--- src/design/blpg_pkg.sv ---
// Shared constants for the Bresenham line pixel generator.
package blpg_pkg;

  // Coordinate width of the endpoint fields (two's complement)
  localparam int COORD_BITS = 11;

  // Default screen geometry
  localparam int DEF_SCREEN_WIDTH  = 320;
  localparam int DEF_SCREEN_HEIGHT = 200;

  // Result field widths
  localparam int OFFSET_BITS = 16;
  localparam int PIX_X_BITS  = 9;
  localparam int PIX_Y_BITS  = 8;
  localparam int COLOR_BITS  = 8;

  // Item function codes
  localparam logic FUNC_LOAD = 1'b0;
  localparam logic FUNC_STEP = 1'b1;

endpackage

--- src/design/bresenham_line_pixel_generator_core.sv ---
// Bresenham line pixel generator: line setup, stepping, clamping and offset output.
//
// Load a line with func=0 (endpoints and color); the first pixel comes back
// in the next cycle. Each func=1 transfer advances one Bresenham step in any
// octant and returns the next pixel; a step with no active line returns
// nothing. Pixels are clamped to the screen and returned as column, row and
// linear offset row*SCREEN_WIDTH+column (low 16 bits), with is_last set on
// the end point, after which the line is no longer active. Throughput is one
// item per clock while out_ready is high; the step adders, the clamp and the
// single constant multiply for the offset sit between the line state and the
// result register. The result register frees up in the cycle it is taken, so
// in_ready stays high while out_ready is high.
module bresenham_line_pixel_generator_core #(
  parameter int SCREEN_WIDTH  = blpg_pkg::DEF_SCREEN_WIDTH,
  parameter int SCREEN_HEIGHT = blpg_pkg::DEF_SCREEN_HEIGHT
) (
  input  logic                                  clk,
  input  logic                                  rst,
  input  logic                                  in_valid,
  output logic                                  in_ready,
  input  logic                                  func,
  input  logic signed [blpg_pkg::COORD_BITS-1:0] start_x,
  input  logic signed [blpg_pkg::COORD_BITS-1:0] start_y,
  input  logic signed [blpg_pkg::COORD_BITS-1:0] end_x,
  input  logic signed [blpg_pkg::COORD_BITS-1:0] end_y,
  input  logic [blpg_pkg::COLOR_BITS-1:0]        pen_color,
  output logic                                  out_valid,
  input  logic                                  out_ready,
  output logic [blpg_pkg::OFFSET_BITS-1:0]       pixel_offset,
  output logic [blpg_pkg::PIX_X_BITS-1:0]        pixel_x,
  output logic [blpg_pkg::PIX_Y_BITS-1:0]        pixel_y,
  output logic [blpg_pkg::COLOR_BITS-1:0]        pixel_color,
  output logic                                  is_last
);
  import blpg_pkg::*;

  localparam int CB = COORD_BITS;
  // Clamp limits and multiplier constant, wide enough to hold the full range
  localparam logic [CB-1:0] W_LIM  = CB'(SCREEN_WIDTH);
  localparam logic [CB-1:0] H_LIM  = CB'(SCREEN_HEIGHT);
  localparam logic [CB-2:0] W_MAX  = (CB-1)'(SCREEN_WIDTH - 1);
  localparam logic [CB-2:0] H_MAX  = (CB-1)'(SCREEN_HEIGHT - 1);
  localparam int            PROD_BITS = 2 * CB - 1;

  // Line state
  logic signed [CB-1:0] cur_x, cur_y, goal_x, goal_y;
  logic        [CB:0]   span_x;
  logic signed [CB+1:0] neg_span_y;
  logic                 dir_x_neg, dir_y_neg;
  logic signed [CB+2:0] error_acc;
  logic [COLOR_BITS-1:0] line_color;
  logic                 line_active;

  logic signed [CB-1:0] cur_x_next, cur_y_next, goal_x_next, goal_y_next;
  logic        [CB:0]   span_x_next;
  logic signed [CB+1:0] neg_span_y_next;
  logic                 dir_x_neg_next, dir_y_neg_next;
  logic signed [CB+2:0] error_acc_next;
  logic [COLOR_BITS-1:0] line_color_next;
  logic                 line_active_next;

  logic                 in_fire, emit;
  logic signed [CB:0]   dx, dy;
  logic signed [CB+3:0] e2, err_sum;
  logic                 step_x, step_y, last;
  logic [CB-2:0]        px_full, py_full;
  logic [PROD_BITS-1:0] row_base;
  logic [PROD_BITS-1:0] offset_full;

  assign in_ready = !out_valid || out_ready;
  assign in_fire  = in_valid && in_ready;

  // Load setup and one Bresenham step
  always_comb begin
    cur_x_next       = cur_x;
    cur_y_next       = cur_y;
    goal_x_next      = goal_x;
    goal_y_next      = goal_y;
    span_x_next      = span_x;
    neg_span_y_next  = neg_span_y;
    dir_x_neg_next   = dir_x_neg;
    dir_y_neg_next   = dir_y_neg;
    error_acc_next   = error_acc;
    line_color_next  = line_color;
    line_active_next = line_active;
    emit             = 1'b0;

    dx      = (CB+1)'(end_x) - (CB+1)'(start_x);
    dy      = (CB+1)'(end_y) - (CB+1)'(start_y);
    e2      = {error_acc, 1'b0};
    step_x  = e2 > (CB+4)'(neg_span_y);
    step_y  = e2 < $signed({3'b000, span_x});
    err_sum = (CB+4)'(error_acc)
            + (step_x ? (CB+4)'(neg_span_y) : '0)
            + (step_y ? $signed({3'b000, span_x}) : '0);

    if (in_fire) begin
      if (func == FUNC_LOAD) begin
        span_x_next      = dx[CB] ? $unsigned(-dx) : $unsigned(dx);
        neg_span_y_next  = dy[CB] ? (CB+2)'(dy) : -(CB+2)'(dy);
        dir_x_neg_next   = !(start_x < end_x);
        dir_y_neg_next   = !(start_y < end_y);
        error_acc_next   = $signed({2'b00, span_x_next}) + (CB+3)'(neg_span_y_next);
        cur_x_next       = start_x;
        cur_y_next       = start_y;
        goal_x_next      = end_x;
        goal_y_next      = end_y;
        line_color_next  = pen_color;
        emit             = 1'b1;
      end else if (line_active) begin
        error_acc_next = err_sum[CB+2:0];
        if (step_x) cur_x_next = dir_x_neg ? cur_x - 1'b1 : cur_x + 1'b1;
        if (step_y) cur_y_next = dir_y_neg ? cur_y - 1'b1 : cur_y + 1'b1;
        emit = 1'b1;
      end
    end

    last = (cur_x_next == goal_x_next) && (cur_y_next == goal_y_next);
    if (emit) line_active_next = !last;
  end

  // Clamp to the screen and form the linear offset
  always_comb begin
    if (cur_x_next[CB-1])                   px_full = '0;
    else if ({1'b0, cur_x_next[CB-2:0]} >= W_LIM) px_full = W_MAX;
    else                                    px_full = cur_x_next[CB-2:0];

    if (cur_y_next[CB-1])                   py_full = '0;
    else if ({1'b0, cur_y_next[CB-2:0]} >= H_LIM) py_full = H_MAX;
    else                                    py_full = cur_y_next[CB-2:0];

    row_base    = PROD_BITS'(py_full) * PROD_BITS'(W_LIM);
    offset_full = row_base + PROD_BITS'(px_full);
  end

  // Line state and result register
  always_ff @(posedge clk) begin
    if (rst) begin
      cur_x       <= '0;
      cur_y       <= '0;
      goal_x      <= '0;
      goal_y      <= '0;
      span_x      <= '0;
      neg_span_y  <= '0;
      dir_x_neg   <= 1'b0;
      dir_y_neg   <= 1'b0;
      error_acc   <= '0;
      line_color  <= '0;
      line_active <= 1'b0;
      out_valid   <= 1'b0;
    end else begin
      cur_x       <= cur_x_next;
      cur_y       <= cur_y_next;
      goal_x      <= goal_x_next;
      goal_y      <= goal_y_next;
      span_x      <= span_x_next;
      neg_span_y  <= neg_span_y_next;
      dir_x_neg   <= dir_x_neg_next;
      dir_y_neg   <= dir_y_neg_next;
      error_acc   <= error_acc_next;
      line_color  <= line_color_next;
      line_active <= line_active_next;
      if (emit)           out_valid <= 1'b1;
      else if (out_ready) out_valid <= 1'b0;
    end
  end

  // Result payload, no reset needed
  always_ff @(posedge clk) begin
    if (emit) begin
      pixel_offset <= offset_full[OFFSET_BITS-1:0];
      pixel_x      <= px_full[PIX_X_BITS-1:0];
      pixel_y      <= py_full[PIX_Y_BITS-1:0];
      pixel_color  <= line_color_next;
      is_last      <= last;
    end
  end

`ifndef SYNTH
  // Reset leaves no pending result and no active line
  a_reset_clear: assert property (@(posedge clk) rst |=> !out_valid && !line_active)
    else $error("state not cleared by reset");

  // Every load transfer yields a result in the next cycle
  a_load_result: assert property (@(posedge clk) disable iff (rst)
    (in_fire && func == FUNC_LOAD) |=> out_valid)
    else $error("load transfer gave no pixel");

  // A step with no active line gives nothing new
  a_idle_step: assert property (@(posedge clk) disable iff (rst)
    (in_fire && func == FUNC_STEP && !line_active && out_ready) |=> !out_valid)
    else $error("step without an active line gave a pixel");

  // Once the end point is shown the line is finished
  a_last_ends: assert property (@(posedge clk) disable iff (rst)
    (out_valid && is_last) |-> !line_active)
    else $error("line still active after its end point");
`endif

endmodule

--- config.mk ---
export PLATFORM = sky130hd
export DESIGN_NAME = bresenham_line_pixel_generator_core
export DESIGN_NICKNAME = d
export VERILOG_FILES = /design/src/design/blpg_pkg.sv /design/src/design/bresenham_line_pixel_generator_core.sv
export SDC_FILE = /design/constraint.sdc
export NUM_CORES = 1
export LEC_CHECK = 0
export ABC_AREA = 1
export BUFFER_PORTS_ARGS = -buffer_cell sky130_fd_sc_hd__buf_2
export CAP_MARGIN = 20
export CORE_UTILIZATION = 45
export CTS_CLUSTER_DIAMETER = 50
export DETAILED_ROUTE_END_ITERATION = 12
export PLACE_DENSITY_LB_ADDON = 0.12
export SYNTH_ARGS = -nofsm -noshare
export SYNTH_HDL_FRONTEND = slang
export SYNTH_SLANG_ARGS = --single-unit
--- constraint.sdc ---
create_clock -name clk -period 13.9 [get_ports clk]
set_input_delay 2.78 -clock clk [delete_from_list [all_inputs] [get_ports clk]]
set_output_delay 2.78 -clock clk [all_outputs]
set_load 0.01 [all_outputs]
Word-level counts from Yosys, hierarchy flattened. Index checks and enable logic that the tools add are counted.

Bitwise logic cells: 1. Eq/ne operators: 3. Add/sub/neg operators: 12. Muxes and demuxes: 31. Reductions and logical operators: 10. $mul: 1. Order comparisons: 6.

Operators by type and width (count): 2-to-1 mux 11 bit (14); 2-to-1 mux 14 bit (3); 2-to-1 mux 10 bit (4); 2-to-1 mux 12 bit (2); subtractor 11 x 11 -> 12 bit (2); adder 11 x 1 -> 11 bit (second input constant) (2); equality test 11 bit (2); less-than comparator 11 bit (2); subtractor 11 x 1 -> 11 bit (second input constant) (2); adder 16 x 10 -> 16 bit (1); 2-to-1 mux 8 bit (2); > comparator 15 x 13 -> 1 bit (1); less-than comparator 15 x 13 -> 1 bit (1); adder 13 x 13 -> 14 bit (1); adder 14 x 12 -> 14 bit (1); adder 14 bit (1); 2-to-1 mux 13 bit (1); negator 12 -> 13 bit (1); negator 12 bit (1); greater-or-equal comparator 10 x 8 -> 1 bit (second input constant) (1); greater-or-equal comparator 10 x 9 -> 1 bit (second input constant) (1); multiplier 10 x 3 -> 10 bit (second input constant) (1); 2-to-1 mux 1 bit (5); logical NOT 1 bit (4); 6 further kinds (8).

Register bits after elaboration: 137. Word-level logic and storage cells: 81. Input port bits: 57. Output and inout bits: 44.

Longest topological paths before layout.
Depth in word-level cells: 11. Mapped depth: 34. Depth with buffers taken out: 33.

Least setup slack after synthesis. No wires, ideal clock.

Kind: input to register. From: in out_ready. To: reg pixel_offset[15] (netlist name), data pin. Path buffers: 1. Data arrival time: 6.144 ns. Path slack: 7.493 ns. Stages on the path: 25. Library setup time: 0.263 ns. Required time: 13.637 ns. Cells stage by stage: inv_1 > nand2_1 > nand2_2 > nor2_1 > inv_1 > buf_2 > o22ai_1 > inv_1 > nand2_1 > nor2_1 > nand2_1 > and2_4 > inv_1 > o21ai_0 > inv_1 > ha_1 > ha_1 > fa_1 > a21oi_1 > o21ai_0 > a21o_1 > a21oi_1 > xor2_1 > xor2_1 > xor2_1.

Cells in the longest elaborated chain, start to end: 8. Elaborated cells between the ends (all ways): 12. Classes of those cells: add/sub: 1; mul: 1; order compare: 2; mux: 6; reduce/logical: 2.

RTL lines: from (decl) (RTL line bresenham_line_pixel_generator_core.sv:28) `input logic out_ready,`; logical OR 1 bit (*) (RTL line bresenham_line_pixel_generator_core.sv:70) `assign in_ready = !out_valid || out_ready;`; named net in_ready (RTL line bresenham_line_pixel_generator_core.sv:20) `output logic in_ready,`; logical AND 1 bit (*) (RTL line bresenham_line_pixel_generator_core.sv:71) `assign in_fire = in_valid && in_ready;`; 2-to-1 mux 11 bit (*) (RTL line bresenham_line_pixel_generator_core.sv:97) `if (in_fire) begin`; greater-or-equal comparator 10 x 8 -> 1 bit (RTL line bresenham_line_pixel_generator_core.sv:129) `else if ({1'b0, cur_y_next[CB-2:0]} >= H_LIM) py_full = H_MAX;`; 2-to-1 mux 10 bit (RTL line bresenham_line_pixel_generator_core.sv:129); 2-to-1 mux 10 bit (*) (RTL line bresenham_line_pixel_generator_core.sv:128) `if (cur_y_next[CB-1]) py_full = '0;`; named net py_full[1] (RTL line bresenham_line_pixel_generator_core.sv:66) `logic [CB-2:0] px_full, py_full;`; multiplier 10 x 3 -> 10 bit (*) (RTL line bresenham_line_pixel_generator_core.sv:132) `row_base = PROD_BITS'(py_full) * PROD_BITS'(W_LIM);`; adder 16 x 10 -> 16 bit (*) (RTL line bresenham_line_pixel_generator_core.sv:133) `offset_full = row_base + PROD_BITS'(px_full);`; named net offset_full[15] (RTL line bresenham_line_pixel_generator_core.sv:68) `logic [PROD_BITS-1:0] offset_full;`; to (signal assigned) (RTL line bresenham_line_pixel_generator_core.sv:171) `pixel_offset <= offset_full[OFFSET_BITS-1:0];`; to (decl) (RTL line bresenham_line_pixel_generator_core.sv:29) `output logic [blpg_pkg::OFFSET_BITS-1:0] pixel_offset,`.

Mark *: on every way through the listed nets, which the timed path passes. The rest lies on a longest branch. A chain may end at the register's enable or synchronous reset.

Worst setup path in the final report.
From: in out_ready. To: reg pixel_offset[15] (netlist name), data pin.

Cells in the longest elaborated chain, start to end: 8. Elaborated cells between the ends (all ways): 12. Classes of those cells: add/sub: 1; mul: 1; order compare: 2; mux: 6; reduce/logical: 2.

RTL lines (RTL line): logical OR 1 bit (*) (bresenham_line_pixel_generator_core.sv:70); logical AND 1 bit (*) (bresenham_line_pixel_generator_core.sv:71); 2-to-1 mux 11 bit (*) (bresenham_line_pixel_generator_core.sv:97); greater-or-equal comparator 10 x 8 -> 1 bit (bresenham_line_pixel_generator_core.sv:129); 2-to-1 mux 10 bit (bresenham_line_pixel_generator_core.sv:129); 2-to-1 mux 10 bit (*) (bresenham_line_pixel_generator_core.sv:128); named net py_full[1] (bresenham_line_pixel_generator_core.sv:66); multiplier 10 x 3 -> 10 bit (*) (bresenham_line_pixel_generator_core.sv:132); adder 16 x 10 -> 16 bit (*) (bresenham_line_pixel_generator_core.sv:133); named net offset_full[15] (bresenham_line_pixel_generator_core.sv:68).

Marked as above.

==> run summary <==
outcome -> finished, final reports clean
Reg2Reg Setup Slack -> 8.20 ns
1st-iter DRT viols -> 614
Tcrit/Tclk final -> 52.97%
hold buffers post-CTS -> 0
max-cap viol count -> 0
Placeable Area -> 0.02425 mm2
RR Startpoint -> error_acc[1]
WP depth -> 25
CTS Buffer Depth -> 2
share of layout cells above drive strength 1 -> 11.16%
Mapped Cells -> 1,581
Final Wtd Congestion -> 0.8966
# IOs -> 101
slowest stage delay, CP -> 0.59 ns
pin count of the biggest net entering global routing -> 60
worst slew pin tran -> 0.9459 ns
total number of vias -> 10,260
Tmin final -> 7.363 ns
endpoints failing setup -> 0
Buf/Inv on CP -> 7
total iterations of the first detailed-routing run -> 5
most common cell in the netlist -> nand2_1
Crit Path Class -> input pin to register
Reg2Reg Depth -> 26
slew margin rel. -> 36.87%
Reg area -> 0.002983 mm2
dpl hpwl -> 23,960 um
footprint of the multi-input gates -> 0.006820 mm2
CTS tree -> done
setup TNS -> 0 ns
wirelength, routed -> 30,770 um
DR DRC count -> 0
maximum operating frequency -> 0.1358 GHz
pre-CTS WS -> 6.110 ns
Peak VDD IR -> 0.00008755 V
die area -> 0.02524 mm2
average size of a mapped cell -> 7.005 um2
post-synth top area cell -> dfxtp_1
most frequent cells after synthesis -> 304 x nand2_1, 282 x inv_1, 138 x nor2_1, 121 x a21oi_1, 109 x ha_1
worst reg2reg endpoint -> pixel_offset[15]
clk_lat worst skew -> 0.43 ns
RSZ-0062 raised after global routing -> no
dpl cells -> 1,967
Post-synth EDFFs -> 36
Ys Warns -> 0
FP Rows -> 57
sequential area share after synthesis -> 26.93%
vias per std cell -> 5.128
clock sink count -> 131
CP endpoint kind -> register
H-tree depth -> 4
P_leak -> 0.006450 uW
CP Max Fanout -> 59
Syn Std Cell Area -> 0.01108 mm2
synth-to-layout area growth -> 11.99%
Resized cells post-CTS -> 0
ys flop type -> dfxtp_1
hold-critical path depth -> 2
Port Buffers -> 100
PwrDens -> 129.2 mW/mm2
total track usage -> 24.72%
Num CTS Buffers -> 17
most frequent CP cell -> inv_1
slowest CP cell -> buf_4
initial core utilization -> 45.68%
number of nets with antenna violations after routing -> 0
synth top area cells -> dfxtp_1 17%, ha_1 12%, nand2_1 10%
clock slew at reported path FFs -> 0.07 ns
HP Class -> register to register
vias in the first global route -> 9,556
Crit path max-delay family -> buffers and inverters
flops & latches, synth -> 131
worst hold start -> line_color[0]
fin worst setup slack -> 6.537 ns
Final Hold Fails -> 0
Die Y -> 158.9 um
first-pass GRT wire length -> 49,270 um
Root Buffer -> clkbuf_16
WHS Endpoint -> line_color[0]
post-route insts no fill -> 2,000
Final nets -> 1,848
post-synth top area share -> 17.17%
Die X -> 158.9 um
FILL cells -> 2,494
max-slew violation count -> 0
Setup Fix Bufs, Post-CTS -> 0
clk_skew -> 0.01067 ns
Synth async-reset ratio -> 0%
total grt overflow -> 0
CP Launch Type -> input pin
crit path DAT -> 7.55 ns
drt wl/cell -> 15.38 um
worst endpoint required time -> 14.08 ns
number of unique standard cell types used by synthesis -> 53
initial antenna violation count -> 1
-- placed cells by master, fill, tap and decap left out, types with 3 or more instances in the layout --
master     count
clkinv_4       3
nand2_1      304
ha_1         109
buf_2        100
a211oi_1      13
nand3_1       96
o211ai_1       6
o21ai_1        5
nand2_2       10
or2_1          3
nor2_4         3
or2_2         20
clkbuf_1       3
a21oi_1      121
xor2_1        49
nand3_2        7
nand4_1       21
inv_6          4
o21bai_1       4
clkbuf_16     17
a31oi_1       13
mux2i_1        5
o22ai_1       18
inv_1        281
xnor2_1       21
nor3_1        14
o21ai_0       82
o21a_1         3
fa_1          20
nor2_1       137
nand3b_1      15
dfxtp_1       95
buf_4          6
edfxtp_1      36
-- cell families after synthesis --
logic type | Yosys count | synth area share (%)
simple gates | 639 | 25.62
buf+inv | 328 | 11.59
compound gates | 278 | 13.91
flops | 131 | 26.93
fa+ha+maj | 129 | 15.93
xor+xnor | 70 | 5.535
mux | 5 | 0.4519
other cells | 1 | 0.03386
-- per-layer routing --
layer | vias to the layer above | GRT usage, % | share of wire, %
met2 | 214 | 41.41 | 46
met3 | 42 | 4.023 | 4.5
met5 | - | 0 | 0.042
li1 | 5316 | - | -
met1 | 4681 | 32.21 | 46
met4 | 2 | 8.304 | 2.5
-- cell type report --
class                   instances  area share, %
multi-input cells            1123          54.99
flip-flops and latches        131          24.05
inverters                     283          8.565
repair buffers                106          4.398
clock buffers                  20          3.521
well taps                     324          3.268
clock inverters                12          1.190
diodes                          1        0.02018
-- worst reg2reg max path, cell delays in order (launching register included) --
cell     delay (ns)
dfxtp_1        0.42
ha_1           0.28
a21oi_1        0.14
nand2_1        0.11
nand2_1        0.07
nand2_1        0.10
nand2_1        0.08
nand2_1        0.05
nand2_1        0.43
nand2_1        0.48
o21ai_2        0.31
nand2_1        0.11
a21oi_2        0.16
and2_4         0.18
inv_1          0.04
o21ai_0        0.29
inv_1          0.14
ha_1           0.31
ha_1           0.22
fa_1           0.40
a21oi_1        0.16
o21ai_0        0.15
a21o_1         0.19
a21oi_1        0.16
xor2_1         0.19
xor2_1         0.18
xor2_1         0.08
-- through the flow --
stage	area, um2	total power, uW	hold slack, ns	utilization (%)
2_1_floorplan	11080	977.4	0.4437	-
3_3_place_gp	11820	1145	0.4554	48.73
3_5_place_dp	11820	1150	0.4589	48.73
4_1_cts	12400	1612	0.4729	51.14
5_1_grt	12400	1728	0.4796	51.14
6_report	12400	1603	0.4697	51.15
-- power breakdown --
part           switching [uW]  internal (uW)
registers                24.3            436
logic                     442            244
clock network             190            268
total                     655            948
-- worst max-delay path by stage --
| stage | startpoint | endpoint | slack [ns] |
|---|---|---|---|
| 3_5_place_dp | out_ready | pixel_offset[15] | 6.11 |
| 2_1_floorplan | out_ready | pixel_offset[15] | 7.49 |
| 5_1_grt | out_ready | pixel_offset[15] | 6.04 |
| 6_report | out_ready | pixel_offset[15] | 6.54 |
| 3_3_place_gp | out_ready | pixel_offset[15] | 6.21 |
| 4_1_cts | out_ready | pixel_offset[15] | 6.56 |
-- sequential cells by signal (all words and copies together) (netlist names) --
register	flops
line_color	8
dir_x_neg	1
pixel_x	3
error_acc	14
span_x	12
dir_y_neg	1
goal_y	11
pixel_y	8
cur_y	11
is_last	1
pixel_offset	16
line_active	1
pixel_color	8
neg_span_y	13
out_valid	1
cur_x	11
goal_x	11
Note: power is estimated with default switching activity, not from simulation.
